==> src/sv/smd_pkg.sv <==
// shared types and constants for the signed multiply-divide block
package smd_pkg;

  localparam int FIELD_BITS = 32;

  typedef struct packed {
    logic signed [FIELD_BITS-1:0] multiplicand;
    logic signed [FIELD_BITS-1:0] multiplier;
    logic signed [FIELD_BITS-1:0] divisor;
  } in_beat_t;

  typedef struct packed {
    logic signed [FIELD_BITS-1:0] quotient;
    logic signed [FIELD_BITS-1:0] remainder;
  } out_beat_t;

  typedef struct packed {
    logic load;
    logic mul;
    logic step;
    logic fix;
  } dp_cmd_t;

endpackage

==> src/sv/signed_multiply_divide.sv <==
// top level of the signed multiply-divide block
//
//   channel   ports                  handshake
//   input     in_beat                start high while busy low
//   result    out_beat               out_valid, one cycle, no back-pressure
//
// an item takes 2*WORD_BITS+2 cycles from accept to its result cycle:
// one multiply cycle, 2*WORD_BITS restoring divider steps (one dividend bit
// each), and one sign fix-up cycle
// busy is low in the result cycle, so the next beat may be taken there
// reset is synchronous and active low; it returns the controller to idle
module signed_multiply_divide
  import smd_pkg::*;
#(
  parameter int WORD_BITS = 32
) (
  input  logic      clk,
  input  logic      rst_n,
  input  logic      start,
  output logic      busy,
  input  in_beat_t  in_beat,
  output logic      out_valid,
  output out_beat_t out_beat
);

  dp_cmd_t cmd;

  smd_ctrl #(
    .WORD_BITS(WORD_BITS)
  ) u_ctrl (
    .clk      (clk),
    .rst_n    (rst_n),
    .start    (start),
    .busy     (busy),
    .out_valid(out_valid),
    .cmd      (cmd)
  );

  smd_dp #(
    .WORD_BITS(WORD_BITS)
  ) u_dp (
    .clk     (clk),
    .cmd     (cmd),
    .in_beat (in_beat),
    .out_beat(out_beat)
  );

endmodule

==> src/sv/smd_ctrl.sv <==
// controller state machine sequencing load, multiply, divide and sign fix-up
module smd_ctrl
  import smd_pkg::*;
#(
  parameter int WORD_BITS = 32
) (
  input  logic    clk,
  input  logic    rst_n,
  input  logic    start,
  output logic    busy,
  output logic    out_valid,
  output dp_cmd_t cmd
);

  localparam int STEPS = 2 * WORD_BITS;
  localparam int CNT_W = $clog2(STEPS);

  typedef enum logic [3:0] {
    ST_IDLE = 4'b0001,
    ST_MUL  = 4'b0010,
    ST_DIV  = 4'b0100,
    ST_FIX  = 4'b1000
  } state_t;

  state_t           state_r, state_nxt;
  logic [CNT_W-1:0] cnt_r, cnt_nxt;
  logic             out_valid_r, out_valid_nxt;
  logic             last_step;

  assign last_step = (cnt_r == CNT_W'(STEPS - 1));

  always_comb begin
    state_nxt     = state_r;
    cnt_nxt       = cnt_r;
    out_valid_nxt = 1'b0;
    unique case (state_r)
      ST_IDLE: begin
        if (start) begin
          state_nxt = ST_MUL;
        end
      end
      ST_MUL: begin
        cnt_nxt   = '0;
        state_nxt = ST_DIV;
      end
      ST_DIV: begin
        cnt_nxt = cnt_r + CNT_W'(1);
        if (last_step) begin
          state_nxt = ST_FIX;
        end
      end
      ST_FIX: begin
        out_valid_nxt = 1'b1;
        state_nxt     = ST_IDLE;
      end
      default: begin
        state_nxt = ST_IDLE;
      end
    endcase
  end

  always_ff @(posedge clk) begin
    if (!rst_n) begin
      state_r     <= ST_IDLE;
      cnt_r       <= '0;
      out_valid_r <= 1'b0;
    end else begin
      state_r     <= state_nxt;
      cnt_r       <= cnt_nxt;
      out_valid_r <= out_valid_nxt;
    end
  end

  assign busy      = (state_r != ST_IDLE);
  assign out_valid = out_valid_r;
  assign cmd.load  = (state_r == ST_IDLE) && start;
  assign cmd.mul   = (state_r == ST_MUL);
  assign cmd.step  = (state_r == ST_DIV);
  assign cmd.fix   = (state_r == ST_FIX);

endmodule

==> src/sv/smd_dp.sv <==
// datapath: magnitudes, product, restoring divider and sign fix-up
module smd_dp
  import smd_pkg::*;
#(
  parameter int WORD_BITS = 32
) (
  input  logic      clk,
  input  dp_cmd_t   cmd,
  input  in_beat_t  in_beat,
  output out_beat_t out_beat
);

  localparam int W = WORD_BITS;

  logic [W-1:0]   a_raw, b_raw, c_raw;
  logic [W-1:0]   ma_nxt, mb_nxt, mc_mag, mc_nxt;
  logic [W-1:0]   ma_r, mb_r, mc_r;
  logic           rneg_r, qneg_r;
  logic [2*W-1:0] prod_r;
  logic [W-1:0]   rem_r, quo_r;
  logic [W-1:0]   rem_sh, rem_nxt, quo_nxt;
  logic           ge;
  logic [W-1:0]   quo_fix, rem_fix;
  logic signed [W-1:0] quo_s, rem_s;
  out_beat_t      out_r;

  assign a_raw  = in_beat.multiplicand[W-1:0];
  assign b_raw  = in_beat.multiplier[W-1:0];
  assign c_raw  = in_beat.divisor[W-1:0];
  assign ma_nxt = a_raw[W-1] ? (~a_raw + W'(1)) : a_raw;
  assign mb_nxt = b_raw[W-1] ? (~b_raw + W'(1)) : b_raw;
  assign mc_mag = c_raw[W-1] ? (~c_raw + W'(1)) : c_raw;
  // zero divisor acts as one
  assign mc_nxt = (mc_mag == '0) ? W'(1) : mc_mag;

  // remainder stays below the divisor magnitude, so its top bit is free
  assign rem_sh  = {rem_r[W-2:0], prod_r[2*W-1]};
  assign ge      = (rem_sh >= mc_r);
  assign rem_nxt = ge ? (rem_sh - mc_r) : rem_sh;
  assign quo_nxt = {quo_r[W-2:0], ge};

  assign quo_fix = qneg_r ? (~quo_r + W'(1)) : quo_r;
  assign rem_fix = rneg_r ? (~rem_r + W'(1)) : rem_r;
  assign quo_s   = quo_fix;
  assign rem_s   = rem_fix;

  always_ff @(posedge clk) begin
    if (cmd.load) begin
      ma_r   <= ma_nxt;
      mb_r   <= mb_nxt;
      mc_r   <= mc_nxt;
      rneg_r <= a_raw[W-1] ^ b_raw[W-1];
      qneg_r <= a_raw[W-1] ^ b_raw[W-1] ^ c_raw[W-1];
    end
    if (cmd.mul) begin
      prod_r <= ma_r * mb_r;
      rem_r  <= '0;
      quo_r  <= '0;
    end
    if (cmd.step) begin
      prod_r <= {prod_r[2*W-2:0], 1'b0};
      rem_r  <= rem_nxt;
      quo_r  <= quo_nxt;
    end
    if (cmd.fix) begin
      out_r.quotient  <= FIELD_BITS'(quo_s);
      out_r.remainder <= FIELD_BITS'(rem_s);
    end
  end

  assign out_beat = out_r;

endmodule

==> config.mk <==
export PLATFORM = sky130hd
export DESIGN_NAME = signed_multiply_divide
export DESIGN_NICKNAME = d
export VERILOG_FILES = /design/src/sv/smd_pkg.sv /design/src/sv/signed_multiply_divide.sv /design/src/sv/smd_ctrl.sv /design/src/sv/smd_dp.sv
export SDC_FILE = /design/constraint.sdc
export NUM_CORES = 2
export LEC_CHECK = 0
export BUFFER_PORTS_ARGS = -buffer_cell sky130_fd_sc_hd__buf_2
export CELL_PAD_IN_SITES_DETAIL_PLACEMENT = 1
export CELL_PAD_IN_SITES_GLOBAL_PLACEMENT = 1
export CORE_ASPECT_RATIO = 0.75
export CORE_UTILIZATION = 50
export CTS_CLUSTER_SIZE = 16
export DETAILED_ROUTE_END_ITERATION = 8
export PLACE_DENSITY_LB_ADDON = 0.1
export SYNTH_ARGS = -nofsm -noshare
export SYNTH_HDL_FRONTEND = slang
export SYNTH_HIERARCHICAL = 1
export SYNTH_SLANG_ARGS = --single-unit
==> constraint.sdc <==
create_clock -name clk -period 9.4 [get_ports clk]
set_input_delay 0.94 -clock clk [delete_from_list [all_inputs] [get_ports clk]]
set_output_delay 0.94 -clock clk [all_outputs]
set_load 0.01 [all_outputs]
# [Yosys cells after proc, flatten, opt, wreduce, memory -nomap -nowiden]
# Cells that the tools add are included.
[totals] inputBits=99 elab_cells=60 reg_bits=301 out_inout_bits=66
[classes] n_bitwise=7 n_eq_ne=8 addsub=7 muxes=16 magnitude_cmp=1 n_mul=1 n_reduce_logical=4
[op_table] op="32-bit 2-to-1 mux" count=7
[op_table] op="32-bit by 1-bit adder with 32-bit output (second input constant)" count=5
[op_table] op="32-bit inverter" count=5
[op_table] op="64-bit 2-to-1 mux" count=2
[op_table] op="32-bit by 32-bit multiplier with 64-bit output" count=1
[op_table] op="31-bit 2-to-1 mux" count=2
[op_table] op="32-bit greater-or-equal comparator" count=1
[op_table] op="32-bit zero test" count=1
[op_table] op="32-bit subtractor" count=1
[op_table] op="4-bit case mux with 3 select lines" count=1
[op_table] op="6-bit case mux with 2 select lines" count=1
[op_table] op="4-bit 2-to-1 mux" count=2
[op_table] op="6-bit by 1-bit adder with 6-bit output (second input constant)" count=1
[op_table] op="6-bit == test (second input constant)" count=1
[op_table] op="4-bit by 1-bit == test with 1-bit output (second input constant)" count=1
[op_table] op="4-bit by 2-bit == test with 1-bit output (second input constant)" count=1
[op_table] op="4-bit by 3-bit == test with 1-bit output (second input constant)" count=1
[op_table] op="4-bit == test (second input constant)" count=1
[op_table] op="4-bit by 1-bit != test with 1-bit output (second input constant)" count=1
[op_table] op="2-bit by 1-bit != test with 1-bit output (second input constant)" count=1
[op_table] op="2-bit != test (second input constant)" count=1
[op_table] op="2-bit AND reduction" count=1
[op_table] op="2-bit nonzero test" count=1
[op_table] op="1-bit bitwise XOR" count=2
[op_table] op="2 further kinds" count=2

# [Longest topological paths before layout]
[depth] ltp_word=4 ltp_mapped=28 depth_no_buf=26

# [By module]
# Netlist, hierarchy kept.
[modules_own_cells] mod="smd_dp" seq_area_each_um2=8698.3 area_per_inst_um2=48416.4 cells_each=5002 n_inst=1
[modules_own_cells] mod="smd_ctrl" seq_area_each_um2=220.2 area_per_inst_um2=540.5 cells_each=59 n_inst=1

# [Worst setup path after synthesis]
# Ideal clock, no wire load.
[synth_path] path_type="register to register" startpoint="register u_dp.mb_r[2]" endpoint="register u_dp.prod_r[55] (data pin)" setup_ns=0.257 synth_period_minus_slack_ns=7.541 path_slack_ns=1.859 stages_incl_launch_ff=25 path_buffers=2 t_required_ns=9.143 arrival_ns=7.284 cell_sequence="edfxtp_1 clkbuf_1 and2_1 fa_1 inv_1 fa_1 fa_1 fa_1 inv_1 fa_1 fa_1 fa_1 fa_1 ha_1 clkbuf_1 a21o_1 a21o_1 a21o_1 a221oi_1 o21ai_0 a21oi_1 a21oi_1 or2_2 or3_1 a32o_1"
[synth_between] elab_chain_len=3
[synth_rtl] element="from (decl)" line_no="smd_dp.sv:17" text="logic [W-1:0] ma_r, mb_r, mc_r;"
[synth_rtl] element="from (signal assigned)" line_no="smd_dp.sv:50" text="mb_r <= mb_nxt;"
[synth_rtl] element="32-bit by 32-bit multiplier with 64-bit output" line_no="smd_dp.sv:56" text="prod_r <= ma_r * mb_r;"
[synth_rtl] element="64-bit 2-to-1 mux" line_no="smd_dp.sv:55" text="if (cmd.mul) begin"
[synth_rtl] element="64-bit 2-to-1 mux" line_no="smd_dp.sv:60" text="if (cmd.step) begin"
[synth_rtl] element="to (signal assigned)" line_no="smd_dp.sv:56"
[synth_rtl] element="to (signal assigned)" line_no="smd_dp.sv:61" text="prod_r <= {prod_r[2*W-2:0], 1'b0};"
[synth_rtl] element="to (decl)" line_no="smd_dp.sv:19" text="logic [2*W-1:0] prod_r;"
# Every way passes these cells. The select of a mux whose other input is x is not followed.
# A chain may end at the register's enable or synchronous reset.

# [Final worst setup path]
[layout_path] startpoint="register u_dp.mb_r[14]" endpoint="register u_dp.prod_r[55] (data pin)"
# The elaborated chain is that of the path after synthesis.

==> metrics.md <==
| Metric | Value |
|---|---|
| Max-cap violations | `0` |
| Layout area overhead | `7.17%` |
| GP Congestion | `0.901` |
| R2R depth | `22` |
| Max clock buf depth | `3` |
| Terminus of the critical flop-to-flop path | `u_dp/prod_r[55]` |
| Worst Tran Pin Value | `1.41 ns` |
| Hold path startpoint | `u_dp/prod_r[0]` |
| Core area | `0.0961 sq mm` |
| Slowest stage delay, CP | `1.29 ns` |
| R2R Setup Slk | `0.39 ns` |
| Initial Utilization | `0.509` |
| Final setup viols | `0` |
| Crit start category | `flip-flop` |
| H-tree levels | `2` |
| Main flop type after synthesis | `edfxtp_1` |
| # rows | `98` |
| DRT Wirelength | `147,000 um` |
| Fin Clk Skew | `0.0244 ns` |
| Final min period | `9.01 ns` |
| DIE WIDTH | `363 um` |
| Kind of cell adding the most delay to the critical path | `adder cells` |
| First-pass GRT wire length | `234,000 um` |
| DRT Pass-1 Iters | `8` |
| RSZ-0062 raised after global routing | `no` |
| WP buf/inv | `2` |
| CP max FO | `32` |
| Congestion Overflow GR | `0` |
| Rel. slew slack | `0.0629` |
| CP most frequent cell | `fa_1` |
| Hold path depth | `2` |
| Status | `finished clean` |
| Worst min path class | `reg -> reg` |
| Fmax | `0.111 GHz` |
| I/O Pins | `165` |
| Post_cts resized | `0` |
| Clock sinks | `301` |
| GRT Total Usage | `0.307` |
| Setup crit end kind | `flip-flop` |
| Clock transition at the registers of the reported paths | `0.06 ns` |
| DRT iter0 DRCs | `2,166` |
| Avg Vias per Cell | `5.53` |
| Crit-path slowest cell | `edfxtp_1` |
| Commonest non-fill, non-tap cell in the layout | `inv_1` |
| Wire length per cell | `22.9 um` |
| Initial antenna violation count | `9` |
| Syn Inst Count | `5,061` |
| R2r startpoint | `u_dp/mb_r[14]` |
| Synth Cell Area | `0.0490 sq mm` |
| Post-Route Setup TNS | `0 ns` |
| CTS root buf | `clkbuf_16` |
| Crit path cell chain | `and2_1 -> fa_1 -> fa_1 -> inv_1 -> fa_1 -> fa_1 -> inv_1 -> fa_1 -> fa_1 -> fa_1 -> fa_1 -> ha_1 -> a21o_1 -> a21o_1 -> a21o_1 -> a221oi_1 -> o21ai_0 -> a21oi_1 -> a21oi_1 -> or2_2 -> or3_1 -> a32o_1` |
| Routed vias | `35,600` |
| Routed Antenna Nets | `0` |
| Height of the die | `273 um` |
| Detailed placer's ending HPWL | `119,000 um` |
| CTS Hold Bufs | `0` |
| Die area | `0.0992 sq mm` |
| Yosys cell types | `76` |
| DRC | `0` |
| Synth Area per Inst | `9.67 sq um` |
| Max-slew violation total from the final report | `0` |
| Nets@finish | `6,394` |
| Fin. Hold Viols | `0` |
| Worst-Skew Late Latency | `0.60 ns` |
| Pin count of the biggest net entering global routing | `86` |
| FF+latch count, synth | `301` |
| Hold EP | `u_dp/prod_r[0]` |
| Clock buffer count from CTS | `37` |
| Critical Path RT | `9.74 ns` |
| CTS tree | `done` |
| Vias in the first global route | `39,800` |
| Sequential-to-total area share from yosys stat | `0.182` |
| EDFF count, synth | `289` |
| Async S/R FF share, synth | `0` |
| CP arrival | `9.35 ns` |
| Most frequent cells in the layout | `inv_1 (916), fa_1 (897), nand2_1 (632)` |
| Crit share post-route | `0.958` |
| Share of cells above drive strength 1 | `0.0705` |
| Crit path kind | `reg -> reg` |
| Port buffer count | `164` |
| Syn. warnings | `6` |
| Post-Syn Nets | `6,358` |
| Post-CTS setup buffer count | `0` |
## routing by layer
metal,wire [um],GRT usage,up-vias
li1,-,-,15800
met1,65400,0.427,18700
met2,69300,0.500,868
met3,6870,0.0351,224
met4,5440,0.105,6
met5,32,0,-
## synth_stat cells (15+ instances only)
cell type,count,area [sq um]
and2_1,632,3950
o21bai_1,22,165
edfxtp_1,289,8680
ha_1,301,3770
nand4_1,24,150
nor2_1,91,342
o21ai_0,174,871
mux2i_1,26,260
xnor2_1,175,1530
a31oi_1,16,100
o41ai_1,21,184
inv_1,916,3440
and3_1,15,93.8
a21oi_1,111,556
nand2b_1,21,131
a21o_1,61,458
nand3_1,39,195
or3_1,28,175
nand2_1,633,2380
o31ai_1,37,278
clkbuf_1,263,987
or4_1,20,150
fa_1,897,18000
xor2_1,60,526
## stage by stage
| stage | area (sq um) | util | worst slack, ns | hold WS [ns] | cells |
|---|---|---|---|---|---|
| finish | 52500 | 0.546 | 0.393 | 0.462 | 6429 |
| global route | 52500 | 0.546 | 0.0522 | 0.488 | 6428 |
| CTS | 52500 | 0.546 | 0.474 | 0.465 | 6423 |
| detailed placement | 51200 | 0.533 | 0.484 | 0.456 | 6358 |
| global placement | 51200 | 0.533 | 0.647 | 0.444 | 6358 |
| floorplan | 49000 | - | 1.86 | 0.432 | 5061 |
## worst max-delay path by stage
stage / cells after the start / start / end / slack (ns)
after CTS: 22 / u_dp/mb_r[14] / u_dp/prod_r[55] / 0.47
after global routing: 22 / u_dp/mb_r[14] / u_dp/prod_r[55] / 0.05
final: 22 / u_dp/mb_r[14] / u_dp/prod_r[55] / 0.39
after floorplan: 24 / u_dp/mb_r[2] / u_dp/prod_r[55] / 1.86
after detailed placement: 22 / u_dp/mb_r[14] / u_dp/prod_r[55] / 0.48
after global placement: 22 / u_dp/mb_r[14] / u_dp/prod_r[55] / 0.65
## worst min-delay path, stage by stage (launching register included)
cell	delay, ns
dfxtp_1	0.31
nand2_1	0.05
a21oi_1	0.05
## flip-flops by register name (all words and copies together) (netlist names), 4 cells and up
signal and cells:
u_dp/out_beat 64, u_dp/prod_r 64, u_dp/ma_r 32, u_dp/mb_r 32, u_dp/mc_r 32, u_dp/quo_r 32
u_dp/rem_r 32, u_ctrl/cnt_r 6, u_ctrl/state_r 4
## kinds of logic after synthesis
kind of cell               count (synthesis)  share of synthesized area
AOI/OAI and AO/OA                        516                     0.0665
adders and majority gates               1198                      0.444
and+or+nand+nor                         1593                      0.169
xor gates and xnor gates                 235                     0.0420
DFF                                      301                      0.182
muxes                                     26                    0.00532
buffers and inverters                   1192                     0.0917
## cell type report
cell class,count,area (sq um)
clock inverter,20,244
sequential,301,8920
fill,10900,43700
multi-input combinational,3568,35600
antenna,6,15.0
clock buffer,45,977
tap,1300,1630
inverter,918,3450
timing repair buffer,271,1660
Power is not shown: default switching activity piles up to over one toggle a cycle in this logic, so the estimate is an artifact.
